File: src/rtl/core/fnvkt_queue.sv
// Two-entry queue between the hash front end and the probe back end.
module fnvkt_queue #(
  parameter int unsigned WIDTH = 8
) (
  input  logic             clk_i,
  input  logic             rst_ni,
  input  logic             push_i,
  input  logic [WIDTH-1:0] data_i,
  output logic             full_o,
  output logic             empty_o,
  input  logic             pop_i,
  output logic [WIDTH-1:0] data_o
);

  logic [WIDTH-1:0] mem_q [2];
  logic             wptr_q, rptr_q;
  logic [1:0]       cnt_q;

  assign full_o  = cnt_q == 2'd2;
  assign empty_o = cnt_q == 2'd0;
  assign data_o  = mem_q[rptr_q];

  // Advance pointers and count
  always_ff @(posedge clk_i or negedge rst_ni) begin
    if (!rst_ni) begin
      wptr_q <= 1'b0;
      rptr_q <= 1'b0;
      cnt_q  <= 2'd0;
    end else begin
      if (push_i) begin
        wptr_q <= ~wptr_q;
      end
      if (pop_i) begin
        rptr_q <= ~rptr_q;
      end
      cnt_q <= cnt_q + {1'b0, push_i} - {1'b0, pop_i};
    end
  end

  always_ff @(posedge clk_i) begin
    if (push_i) begin
      mem_q[wptr_q] <= data_i;
    end
  end

endmodule

File: config.mk
export PLATFORM = sky130hd
export DESIGN_NAME = fnvkt_queue
export DESIGN_NICKNAME = d
export VERILOG_FILES = /design/src/rtl/core/fnvkt_queue.sv
export SDC_FILE = /design/constraint.sdc
export NUM_CORES = 1
export LEC_CHECK = 0
export BUFFER_PORTS_ARGS = -buffer_cell sky130_fd_sc_hd__buf_4
export CELL_PAD_IN_SITES_DETAIL_PLACEMENT = 1
export CELL_PAD_IN_SITES_GLOBAL_PLACEMENT = 1
export CORE_MARGIN = 10
export CORE_UTILIZATION = 30
export DETAILED_ROUTE_END_ITERATION = 6
export GPL_TIMING_DRIVEN = 0
export PLACE_DENSITY_LB_ADDON = 0.1
export SLEW_MARGIN = 20
export SYNTH_ARGS = -nofsm -noshare
export SYNTH_HDL_FRONTEND = slang
export SYNTH_SLANG_ARGS = --single-unit
File: constraint.sdc
create_clock -name clk_i -period 1.3 [get_ports clk_i]
set_clock_uncertainty 0.1 [all_clocks]
set_input_delay 0.13 -clock clk_i [delete_from_list [all_inputs] [get_ports clk_i]]
set_output_delay 0.13 -clock clk_i [all_outputs]
set_load 0.02 [all_outputs]
==> qor.json <==
{
  "drt": {
    "drtAntennaViolNets": 0,
    "drt_first_iter_violations": 7,
    "avgRoutedWirePerCell_um": 14.2,
    "remaining_drc_errors": 0,
    "drtPass1Iterations": 3,
    "num_vias": 446,
    "drt-total-wl_mm": 1.52,
    "drt-vias-per-instance": 4.17
  },
  "cts": {
    "clock_path_buffers": 2,
    "cts_tree": "built",
    "insertion_delay_to_the_later_sink_of_the_worst_skew_pair_ns": 0.29,
    "clk_pin_slew_worst_paths_ns": 0.12,
    "tritoncts_num_sinks": 20,
    "cts_inserted_buffers": 3,
    "htreeDepth": 1,
    "cts-root-buf": "clkbuf_4"
  },
  "setup_path": {
    "worst_setup_path_start_kind": "flip-flop",
    "crit_top_cell": "buf_6",
    "r2r_end": "cnt_q[1]",
    "worst_ep_required_time_ns": 1.07,
    "critPathTopFamily": "flip-flops",
    "path_cells": "buf_6, mux2_4, buf_6",
    "critPathSlowestCell": "dfrtp_1",
    "cp.arrival_ns": 1.28,
    "maximum_single_stage_delay_on_the_critical_path_ns": 0.39,
    "worst-r2r-setup-slack_ns": 0,
    "r2r.worst_path.cells": 5,
    "timing.critical_path.from": "rptr_q",
    "critical_path.reg2reg.startpoint": "cnt_q[0]",
    "critPathCaptureType": "primary output",
    "worstPathMaxFanout": 9,
    "critical_path.n_buffers_inverters": 2,
    "setup.worst_path.class": "reg2out",
    "cp_num_cells": 3,
    "setup.worst_path.end": "data_o[3]"
  },
  "sta": {
    "timing_hold_violations_final": 0,
    "worstMarginPinSlew_ns": 0.259,
    "final.min_clock_period_ns": 1.51,
    "post-route-worst-setup-slack_ns": -0.205,
    "timing.final.max_slew_violations": 0,
    "finalCritPeriodShare_pct": 116,
    "max_slew_margin_pct": 82.7,
    "rsz0062_at_grt": "true",
    "setup_violations": 8,
    "max_freq_mhz": 664
  },
  "layout": {
    "num_antenna_cells": 0,
    "areaGrowthSynthToFinish_pct": 53.1,
    "design_area_um2": 1240,
    "utilization_pct": 49.1,
    "nets_final": 92,
    "drive_above_1_share_pct": 53.2
  },
  "logic_synthesis": {
    "netlist.area_leader.share_pct": 59.4,
    "async_reset_ff_share_pct": 20.0,
    "yosys.area.top_type": "edfxtp_1",
    "syn_avg_cell_area_um2": 20.2,
    "synth-seq-cells": 20,
    "postSynthNetCount": 54,
    "synth.yosys.warnings": 0,
    "ys_seq_area_share_pct": 71.8,
    "synth_area_leaders": "edfxtp_1 59%, mux2_4 15%, dfrtp_1 12%, ha_1 3.1%, xor3_1 2.9%",
    "yosys.cell_types.count": 11,
    "synthesis.instances": 40,
    "synth.cells.most_frequent": "16 x edfxtp_1, 8 x mux2_4, 4 x dfrtp_1",
    "synth_edf_count": 16,
    "synth.most_common_cell": "edfxtp_1",
    "post_synthesis_cell_area_um2": 808,
    "synthFlopType": "edfxtp_1"
  },
  "placement": {
    "placement.io_buffers": 21,
    "routabilityCongestion": 0.609,
    "post_detailed_placement_cell_area_um2": 1000,
    "place_hpwl_mm": 1.08,
    "detailedPlace.worstSlack_ns": -0.205
  },
  "run_status": {
    "violations": "setup timing",
    "outcome": "finished, violations left"
  },
  "global_route": {
    "grt_pass1_vias": 511,
    "global_route_wire_length_before_repair_mm": 2.43,
    "antenna_violations_before_repair": 0,
    "track_usage_pct": 5.91,
    "grt_remaining_overflow": 0,
    "grt_start_max_net_pins": 13
  },
  "power_and_ir_drop": {
    "switching_share_pct": 29.9,
    "p_int_w": 0.00182,
    "power.sequential.fraction_pct": 36.8,
    "netSwitchingPower_w": 0.000776,
    "pwr-share-comb_pct": 43.6,
    "clkPwrFrac_pct": 19.6,
    "ratio_of_total_power_to_cell_area_nw_per_um2": 2090,
    "vdd_drop_max_uv": 1180,
    "power.leakage_nw": 0.521,
    "post-layout-total-power_w": 0.00259
  },
  "floorplan": {
    "die_h_um": 71.9,
    "initial_core_util_pct": 32.0,
    "die_area_um2": 5170,
    "core-area_um2": 2520,
    "die_w_um": 71.9,
    "i_o_pin_count": 22,
    "row_count": 18
  },
  "run": {
    "max_cap_viol_count": 0
  },
  "worst_hold_path": {
    "worst_hold_check_path_type": "in2async"
  }
}
registers in the layout, indices dropped and copies added (netlist names):
signal  flops
wptr_q      1
mem_q      16
cnt_q       2
rptr_q      1
area by class of cell:
cell class,instances,area (um^2)
plain buffers,1,11.3
clock buffers,3,22.5
clock inverters,1,30.0
fillers,238,1280
inverters,2,7.51
multi-input cells,17,243
flip-flops and latches,20,581
well taps,30,37.5
repair buffers,33,305
per-stage QoR:
stage	std cells	setup TNS (ns)	hold WS, ns
final	107	-1.62	0.0346
after global routing	107	-2.26	0.0429
after CTS	107	-1.84	0.0342
after detailed placement	91	-1.68	-0.168
after global placement	91	-1.80	-0.169
after floorplan	40	0	-0.266
how the worst min path moves through the flow:
| stage | startpoint | end | slack (ns) | cells after the start |
|---|---|---|---|---|
| 3_5_place_dp | rst_ni | cnt_q[0] | -0.17 | 1 |
| 3_3_place_gp | rst_ni | wptr_q | -0.17 | 1 |
| 5_1_grt | rst_ni | rptr_q | 0.04 | 2 |
| 6_report | rst_ni | cnt_q[0] | 0.03 | 2 |
| 4_1_cts | rst_ni | wptr_q | 0.03 | 2 |
| 2_1_floorplan | rst_ni | cnt_q[0] | -0.27 | 0 |
cells by family (layout without fill, tap and decap cells):
group	Yosys count	after routing	share of synthesized area, %
simple gates	4	4	2.79
flops	20	20	71.8
mux	8	8	14.9
buf+inv	3	40	2.32
fa+ha+maj	2	2	3.10
xor+xnor	3	3	5.11
what timing repair did:
| action | in CTS | in global routing |
|---|---|---|
| hold endpoints to repair | 23 | 0 |
| endpoints found under the setup margin | 17 | 27 |
| setup buffers | 1 | 0 |
| hold buffers | 11 | 0 |
| resized for setup | 9 | 7 |
power by group through the flow:
stage / Combinational [W] / Clock (W) / Sequential [W]
3_3_place_gp: 0.000960 / 0 / 0.000948
4_1_cts: 0.00110 / 0.000517 / 0.000947
3_5_place_dp: 0.000970 / 0 / 0.000960
5_1_grt: 0.00122 / 0.000544 / 0.000971
2_1_floorplan: 0.000651 / 0 / 0.000939
6_report: 0.00113 / 0.000508 / 0.000952
placed cells by master (no fill, tap or decap):
cell type | Yosys | routed
ha_4 | 0 | 2
inv_2 | 0 | 2
xor2_1 | 2 | 2
and2_2 | 0 | 1
nor2b_1 | 2 | 1
edfxtp_1 | 16 | 16
clkbuf_4 | 0 | 3
buf_4 | 0 | 14
xor3_1 | 1 | 1
buf_6 | 1 | 9
dfrtp_1 | 4 | 4
nor2_1 | 1 | 1
mux2_4 | 8 | 8
dlygate4sd3_1 | 0 | 11
nor2b_4 | 0 | 1
bufinv_16 | 0 | 1
routing by layer:
layer  routed length [um]  vias to the layer above  track usage [%]
met1                  566                      215             5.75
met3                  109                        2             2.18
met4                    6                        0             2.58
met5                    0                        -                0
li1                     -                      218                -
met2                  841                       11             10.9
(Power assumes the default switching activity.)
