## src/rtl/core/fnvkt_pkg.sv

```systemverilog
// Shared types, constants and hash step for the FNV linear-probe key table.
package fnvkt_pkg;

  // Default sizes
  localparam int unsigned SLOT_COUNT_DEF     = 4096;
  localparam int unsigned ENTRY_CAPACITY_DEF = 2048;
  localparam int unsigned KEY_BYTES_DEF      = 16;

  // Fixed field widths
  localparam int unsigned KEY_LEN_W   = 5;
  localparam int unsigned ENTRY_NUM_W = 11;

  // FNV-1a 64 prime and a start basis that is not the standard offset basis; the prime is 2^40 + 2^8 + 0xB3
  localparam logic [63:0] FNV_BASIS     = 64'd1469598103934665603;
  localparam logic [7:0]  FNV_PRIME_LOW = 8'hB3;

  typedef enum logic [1:0] {
    ST_INSERTED  = 2'd0,
    ST_FOUND     = 2'd1,
    ST_NOT_FOUND = 2'd2,
    ST_FULL      = 2'd3
  } status_e;

  typedef enum logic {
    KIND_INSERT = 1'b0,
    KIND_LOOKUP = 1'b1
  } kind_e;

  typedef struct packed {
    logic                 kind;
    logic [63:0]          key_low;
    logic [63:0]          key_high;
    logic [KEY_LEN_W-1:0] key_length;
  } cmd_t;

  typedef struct packed {
    logic [1:0]             status;
    logic [ENTRY_NUM_W-1:0] entry_number;
  } result_t;

  // One FNV-1a byte step: xor the byte in, multiply by the prime as shifts and adds
  function automatic logic [63:0] fnv_step(input logic [63:0] h, input logic [7:0] b);
    logic [63:0] x;
    x = h ^ {56'd0, b};
    return (x << 40) + (x << 8) + (x * {56'd0, FNV_PRIME_LOW});
  endfunction

endpackage

```

## src/rtl/core/fnvkt_front.sv

```systemverilog
// Front end: accepts a command, masks the key, hashes it and reduces it to a start slot.
module fnvkt_front #(
  parameter int unsigned SLOT_COUNT = fnvkt_pkg::SLOT_COUNT_DEF,
  parameter int unsigned KEY_BYTES  = fnvkt_pkg::KEY_BYTES_DEF,
  localparam int unsigned SW   = $clog2(SLOT_COUNT),
  localparam int unsigned KW   = KEY_BYTES * 8,
  localparam int unsigned LW   = fnvkt_pkg::KEY_LEN_W
) (
  input  logic              clk_i,
  input  logic              rst_ni,
  input  logic              start_i,
  input  fnvkt_pkg::cmd_t   cmd_i,
  input  logic              block_i,
  output logic              busy_o,
  output logic              push_o,
  output logic              kind_o,
  output logic [KW-1:0]     key_o,
  output logic [LW-1:0]     len_o,
  output logic [SW-1:0]     slot_o,
  input  logic              full_i
);

  localparam bit IsPow2 = (SLOT_COUNT & (SLOT_COUNT - 1)) == 0;
  // 2^32 reduced by the slot count, and the truncated reciprocal 2^32 / SLOT_COUNT
  localparam logic [31:0] FoldR = 32'((64'd1 << 32) % 64'(SLOT_COUNT));
  localparam logic [31:0] Recip = 32'((64'd1 << 32) / 64'(SLOT_COUNT));

  typedef enum logic [5:0] {
    H_IDLE = 6'b000001,
    H_HASH = 6'b000010,
    H_FOLD = 6'b000100,
    H_QUOT = 6'b001000,
    H_FIX  = 6'b010000,
    H_HOLD = 6'b100000
  } hstate_e;

  hstate_e       state_q, state_d;
  logic          kind_q;
  logic [KW-1:0] key_q, shift_q, shift_d;
  logic [LW-1:0] len_q, cnt_q, cnt_d;
  logic [63:0]   hash_q, hash_d;
  logic [SW-1:0] rem_q, rem_d;
  logic [31:0]   quot_q, quot_d;
  logic          accept;
  logic [LW-1:0] len_sat;
  logic [KW-1:0] key_masked;
  logic [127:0]  key_full;
  logic [63:0]   prod;
  logic [31:0]   fix;

  assign accept = start_i && (state_q == H_IDLE) && !block_i;
  assign busy_o = (state_q != H_IDLE) || block_i;

  // Saturate the length and drop bytes past it
  always_comb begin
    len_sat  = (cmd_i.key_length > LW'(KEY_BYTES)) ? LW'(KEY_BYTES) : cmd_i.key_length;
    key_full = {cmd_i.key_high, cmd_i.key_low};
    for (int i = 0; i < KEY_BYTES; i++) begin
      key_masked[i*8 +: 8] = (LW'(i) < len_sat) ? key_full[i*8 +: 8] : 8'd0;
    end
  end

  // Hash one byte a cycle, then take the low bits for a power-of-two slot count, else fold and reduce by reciprocal
  always_comb begin
    state_d = state_q;
    shift_d = shift_q;
    cnt_d   = cnt_q;
    hash_d  = hash_q;
    rem_d   = rem_q;
    quot_d  = quot_q;
    prod    = '0;
    fix     = '0;
    case (state_q)
      H_IDLE: begin
        if (accept) begin
          shift_d = key_masked;
          cnt_d   = len_sat;
          hash_d  = fnvkt_pkg::FNV_BASIS;
          state_d = H_HASH;
        end
      end
      H_HASH: begin
        if (cnt_q == '0) begin
          if (IsPow2) begin
            rem_d   = hash_q[SW-1:0];
            state_d = H_HOLD;
          end else begin
            state_d = H_FOLD;
          end
        end else begin
          hash_d  = fnvkt_pkg::fnv_step(hash_q, shift_q[7:0]);
          shift_d = shift_q >> 8;
          cnt_d   = cnt_q - LW'(1);
        end
      end
      // Fold the upper word down until the value fits 32 bits
      H_FOLD: begin
        if (hash_q[63:32] != '0) begin
          hash_d = (hash_q[63:32] * FoldR) + {32'd0, hash_q[31:0]};
        end else begin
          prod    = hash_q[31:0] * Recip;
          quot_d  = prod[63:32];
          state_d = H_QUOT;
        end
      end
      // Subtract the estimated multiple; the remainder is below twice the slot count
      H_QUOT: begin
        hash_d  = {32'd0, hash_q[31:0] - quot_q * 32'(SLOT_COUNT)};
        state_d = H_FIX;
      end
      H_FIX: begin
        fix     = (hash_q[31:0] >= 32'(SLOT_COUNT)) ? hash_q[31:0] - 32'(SLOT_COUNT)
                                                     : hash_q[31:0];
        rem_d   = fix[SW-1:0];
        state_d = H_HOLD;
      end
      H_HOLD: begin
        if (!full_i) begin
          state_d = H_IDLE;
        end
      end
      default: state_d = H_IDLE;
    endcase
  end

  assign push_o = (state_q == H_HOLD) && !full_i;
  assign kind_o = kind_q;
  assign key_o  = key_q;
  assign len_o  = len_q;
  assign slot_o = rem_q;

  always_ff @(posedge clk_i or negedge rst_ni) begin
    if (!rst_ni) begin
      state_q <= H_IDLE;
    end else begin
      state_q <= state_d;
    end
  end

  // Hold the command and the working values
  always_ff @(posedge clk_i) begin
    if (accept) begin
      kind_q <= cmd_i.kind;
      key_q  <= key_masked;
      len_q  <= len_sat;
    end
    shift_q <= shift_d;
    cnt_q   <= cnt_d;
    hash_q  <= hash_d;
    rem_q   <= rem_d;
    quot_q  <= quot_d;
  end

endmodule

```

## config.mk

```make
export PLATFORM = sky130hd
export DESIGN_NAME = fnvkt_front
export DESIGN_NICKNAME = d
export VERILOG_FILES = /design/src/rtl/core/fnvkt_pkg.sv /design/src/rtl/core/fnvkt_front.sv
export SDC_FILE = /design/constraint.sdc
export NUM_CORES = 1
export LEC_CHECK = 0
export BUFFER_PORTS_ARGS = -buffer_cell sky130_fd_sc_hd__buf_2
export CORE_ASPECT_RATIO = 1.4
export CORE_UTILIZATION = 35
export CTS_BUF_LIST = sky130_fd_sc_hd__clkbuf_4 sky130_fd_sc_hd__clkbuf_8
export CTS_CLUSTER_DIAMETER = 30
export DETAILED_ROUTE_END_ITERATION = 8
export HOLD_SLACK_MARGIN = 0.03
export PLACE_DENSITY = 0.69
export SYNTH_ARGS = -nofsm -noshare
export SYNTH_HDL_FRONTEND = slang
export SYNTH_SLANG_ARGS = --single-unit
```

## constraint.sdc

```tcl
create_clock -name clk_i -period 8.88 [get_ports clk_i]
set_input_delay 1.776 -clock clk_i [delete_from_list [all_inputs] [get_ports clk_i]]
set_output_delay 1.776 -clock clk_i [all_outputs]
set_load 0.05 [all_outputs]
```

==> reports/qor_table.md <==
| Stage | Quantity | Value |
|:---|:---|:---|
| detailed routing | TritonRoute pass-1 iters | 4 |
| clock tree | Hold buffers post-CTS | 0 |
| global routing | GR Overflow Total | 0 |
| synthesis | Top cell type's share of synthesized area | 67.7% |
| sta | Final period util | 54.9% |
| power and ir drop | Switching power as a share of total power | 28.7% |
| power and ir drop | Sequential power share | 41.6% |
| global routing | Via count of the first global-routing pass | 7745 |
| sta | Worst slew margin relative to its limit | 27.9% |
| clock tree | Number of H-tree branching levels | 2 |
| worst hold path | Hold Crit Class | register to register |
| power and ir drop | Reported net switching power | 1.16 mW |
| synthesis | Post-synthesis register bit count | 294 |
| synthesis | Most frequently used cell type in the post-synthesis netlist | sky130_fd_sc_hd__edfxtp_1 |
| power and ir drop | Maximum resistive drop on vdd | 0.000124 V |
| worst setup path | Cell with the largest stage delay on the worst path | sky130_fd_sc_hd__xnor2_1 |
| synthesis | Post-synthesis instance area | 12900 µm² |
| placed design | DP HPWL | 21300 µm |
| detailed routing | Via density per instance | 4.63 |
| synthesis | Yosys top cell by area | sky130_fd_sc_hd__edfxtp_1 |
| layout | Share of post-route cells with drive strength above 1 | 46.7% |
| synthesis | Syn Inst Count | 769 |
| floorplanning | Die outline width | 164 µm |
| synthesis | Dominant cells by area after synthesis | sky130_fd_sc_hd__edfxtp_1 (68%), sky130_fd_sc_hd__mux2_2 (9.8%), sky130_fd_sc_hd__and2_1 (6.2%), sky130_fd_sc_hd__ha_1 (3.8%), sky130_fd_sc_hd__fa_1 (2.5%) |
| synthesis | Count of flip-flops with a built-in enable after synthesis | 291 |
| global routing | Maximum number of pins on one net before global-route repair | 80 |
| worst setup path | Biggest fanout along the worst timing path | 5 |
| synthesis | Syn nets | 963 |
| worst setup path | Crit path kind | register to register |
| sta | RSZ-0062 raised after global routing | false |
| worst setup path | Required time of the worst setup path | 9170 ps |
| placed design | Final RePlAce weighted congestion | 0.908 |
| floorplanning | Total Die Area | 37600 µm² |
| detailed routing | Final WL | 30000 µm |
| clock tree | Number of CTS-inserted buffers | 55 |
| floorplanning | Number of rows created at floorplan | 82 |
| layout | Post-layout nets | 1290 |
| worst setup path | Critical path endpoint category | register |
| synthesis | Most instantiated cells after synthesis | sky130_fd_sc_hd__edfxtp_1 (291), sky130_fd_sc_hd__and2_1 (127), sky130_fd_sc_hd__mux2_2 (112) |
| floorplanning | Placeable Area | 36000 µm² |
| run status | Result of the run | completed |
| worst setup path | Launching element type of the critical path | register |
| synthesis | Portion of the post-synthesis area used by sequential elements | 68.3% |
| clock tree | Master cell of the clock root buffer | sky130_fd_sc_hd__clkbuf_8 |
| layout | Final non-filler cell total | 1600 |
| detailed routing | DRT iter0 DRCs | 380 |
| clock tree | Maximum number of buffers from clock root to sink | 3 |
| detailed routing | Wire per inst | 18.8 µm |
| power and ir drop | Power density relative to cell area | 251 nW/µm² |
| detailed routing | Post-detailed-route count of antenna-violating nets | 0 |
| synthesis | Main synth FF type | sky130_fd_sc_hd__edfxtp_1 |
| global routing | Initial antenna violation count | 5 |
| global routing | Total global-route track usage | 15.8% |
| worst setup path | Ordered cell list for the critical path | xnor2_1 > inv_1 > ha_1 > inv_1 > fa_1 > inv_1 > fa_1 > fa_1 > ha_1 > ha_1 > o21ai_0 > o21bai_1 > a21oi_1 > xnor3_1 > xnor2_1 > nor2_1 |
| floorplanning | Number of ports placed on the die boundary | 287 |
| placed design | Placed instance count | 1501 |
| clock tree | CTS-repair resized insts | 0 |
| clock tree | Clock tree sinks | 294 |
| power and ir drop | Internal power | 2.88 mW |
| sta | Slew at the pin with the worst max-slew slack | 1070 ps |
| layout | Area delta synth->final | 24.6% |
| sta | Clock period minus worst slack | 4870 ps |
| worst setup path | CP peak stage delay | 510 ps |
| detailed routing | Vias | 7411 |
| sta | Final Hold Fails | 0 |
| worst setup path | Arrival @ worst endpoint | 5170 ps |
| sta | Achievable Freq | 205 MHz |
| sta | Final setup violating endpoints | 0 |
| power and ir drop | Proportion of power drawn by the clock network | 35.8% |
| synthesis | Yosys warns | 0 |
| placed design | Count of input and output buffers | 286 |
| power and ir drop | Part of the total power dissipated in combinational logic | 22.6% |
| power and ir drop | Total leakage power | 6.40 nW |
| global routing | Global-route wire length before repair | 44000 µm |
| sta | Pins over their slew limit | 0 |
| clock tree | TritonCTS clock tree | built |
| clock tree | Clock Latency Late Sink | 600 ps |
| sta | Setup total negative slack | 0 ps |
| run | Number of maximum-capacitance violations | 0 |
| floorplanning | Die Height | 229 µm |
| synthesis | Proportion of register bits with asynchronous set or reset after synthesis | 1.02% |
| clock tree | Postcts setup bufs | 0 |
| synthesis | Mean Syn Cell Area | 16.8 µm² |
| clock tree | Clock transition at path regs | 60 ps |
| sta | Final worst clock skew | 33.1 ps |
| detailed routing | DRC violations left | 0 |
| floorplanning | Initial Util | 35.8% |
| synthesis | Number of library cell types mapped by synthesis | 38 |
-- metal layers --
metal	vias to the layer above	wire (µm)	part of all wire [%]	global-route usage, %
li1	3486	-	-	-
met1	3566	11700	39	18.5
met2	294	15200	51	27.2
met3	57	2450	8.1	4.49
met4	8	684	2.3	5.50
met5	-	46	0.15	0
-- final timing paths --
check / from / endpoint / slack (ps) / depth (start not counted)
setup / recovery: hash_q[2] / hash_q[11] / 4010 / 16
hold / removal: hash_q[7] / slot_o[7] / 470 / 0
setup reg to reg: hash_q[2] / hash_q[11] / 4010 / 16
hold reg to reg: hash_q[7] / slot_o[7] / 470 / 0
max in group asynchronous: rst_ni / state_q[0] / 7700 / 1
min in group asynchronous: rst_ni / state_q[1] / 990 / 1
-- power groups by stage --
stage | registers, mW | clock network, mW | logic [mW]
finish | 1.68 | 1.44 | 0.914
floorplan | 1.82 | 0 | 0.577
global placement | 1.71 | 0 | 0.910
detailed placement | 1.71 | 0 | 0.922
global route | 1.69 | 1.54 | 1.02
CTS | 1.68 | 1.48 | 0.929
-- through the flow --
step / hold slack [ps] / util [%] / setup slack, ps / instance area [µm²] / power [mW]
after floorplan: 447 / - / 883 / 12900 / 2.40
after global placement: 451 / 41.2 / 4070 / 14800 / 2.62
after detailed placement: 460 / 41.2 / 4010 / 14800 / 2.63
after CTS: 476 / 44.6 / 3970 / 16100 / 4.09
after global routing: 477 / 44.6 / 3740 / 16100 / 4.24
final: 474 / 44.6 / 4010 / 16100 / 4.04
-- critical path: cells and delay by family, from the launching register on --
kind / cells / cell delay (ps)
compound gates: 3 / 350
simple gates: 1 / 60
flops: 1 / 400
fa+ha+maj: 6 / 2440
xor+xnor: 3 / 1070
buf+inv: 3 / 250
-- kinds of logic after synthesis --
family	count (synthesis)	share of synthesized area, %
adders and majority gates	55	6.27
DFF	294	68.3
muxes	120	10.7
AOI/OAI and AO/OA	31	1.56
xor gates and xnor gates	30	2.32
buffers and inverters	51	1.89
and+or+nand+nor	188	8.91
-- flip-flops by register name, indices dropped and copies added, names as in the netlist --
| signal | flops |
|---|---|
| cnt_q | 5 |
| hash_q | 12 |
| key_o | 128 |
| kind_o | 1 |
| len_o | 5 |
| shift_q | 128 |
| slot_o | 12 |
| state_q | 3 |
-- cell usage in the layout, fill, tap and decap left out, drive strengths merged, types with 10 or more instances in the layout --
| master | instances |
|---|---|
| buf | 293 |
| ha | 39 |
| nand2 | 13 |
| clkbuf | 68 |
| mux2 | 120 |
| edfxtp | 291 |
| nor2 | 10 |
| xnor2 | 24 |
| fa | 16 |
| and2 | 135 |
| nor2b | 12 |
| inv | 33 |
| clkinv | 13 |
-- area by class of cell --
class                   instances  area [µm²]
diodes                          2        5.00
multi-input cells             424        3860
repair buffers                293        1480
fillers                      3209       19900
inverters                      28         105
well taps                     462         578
clock buffers                  68         855
clock inverters                29         369
flip-flops and latches        294        8810
Note: power is estimated with default switching activity, not from simulation.
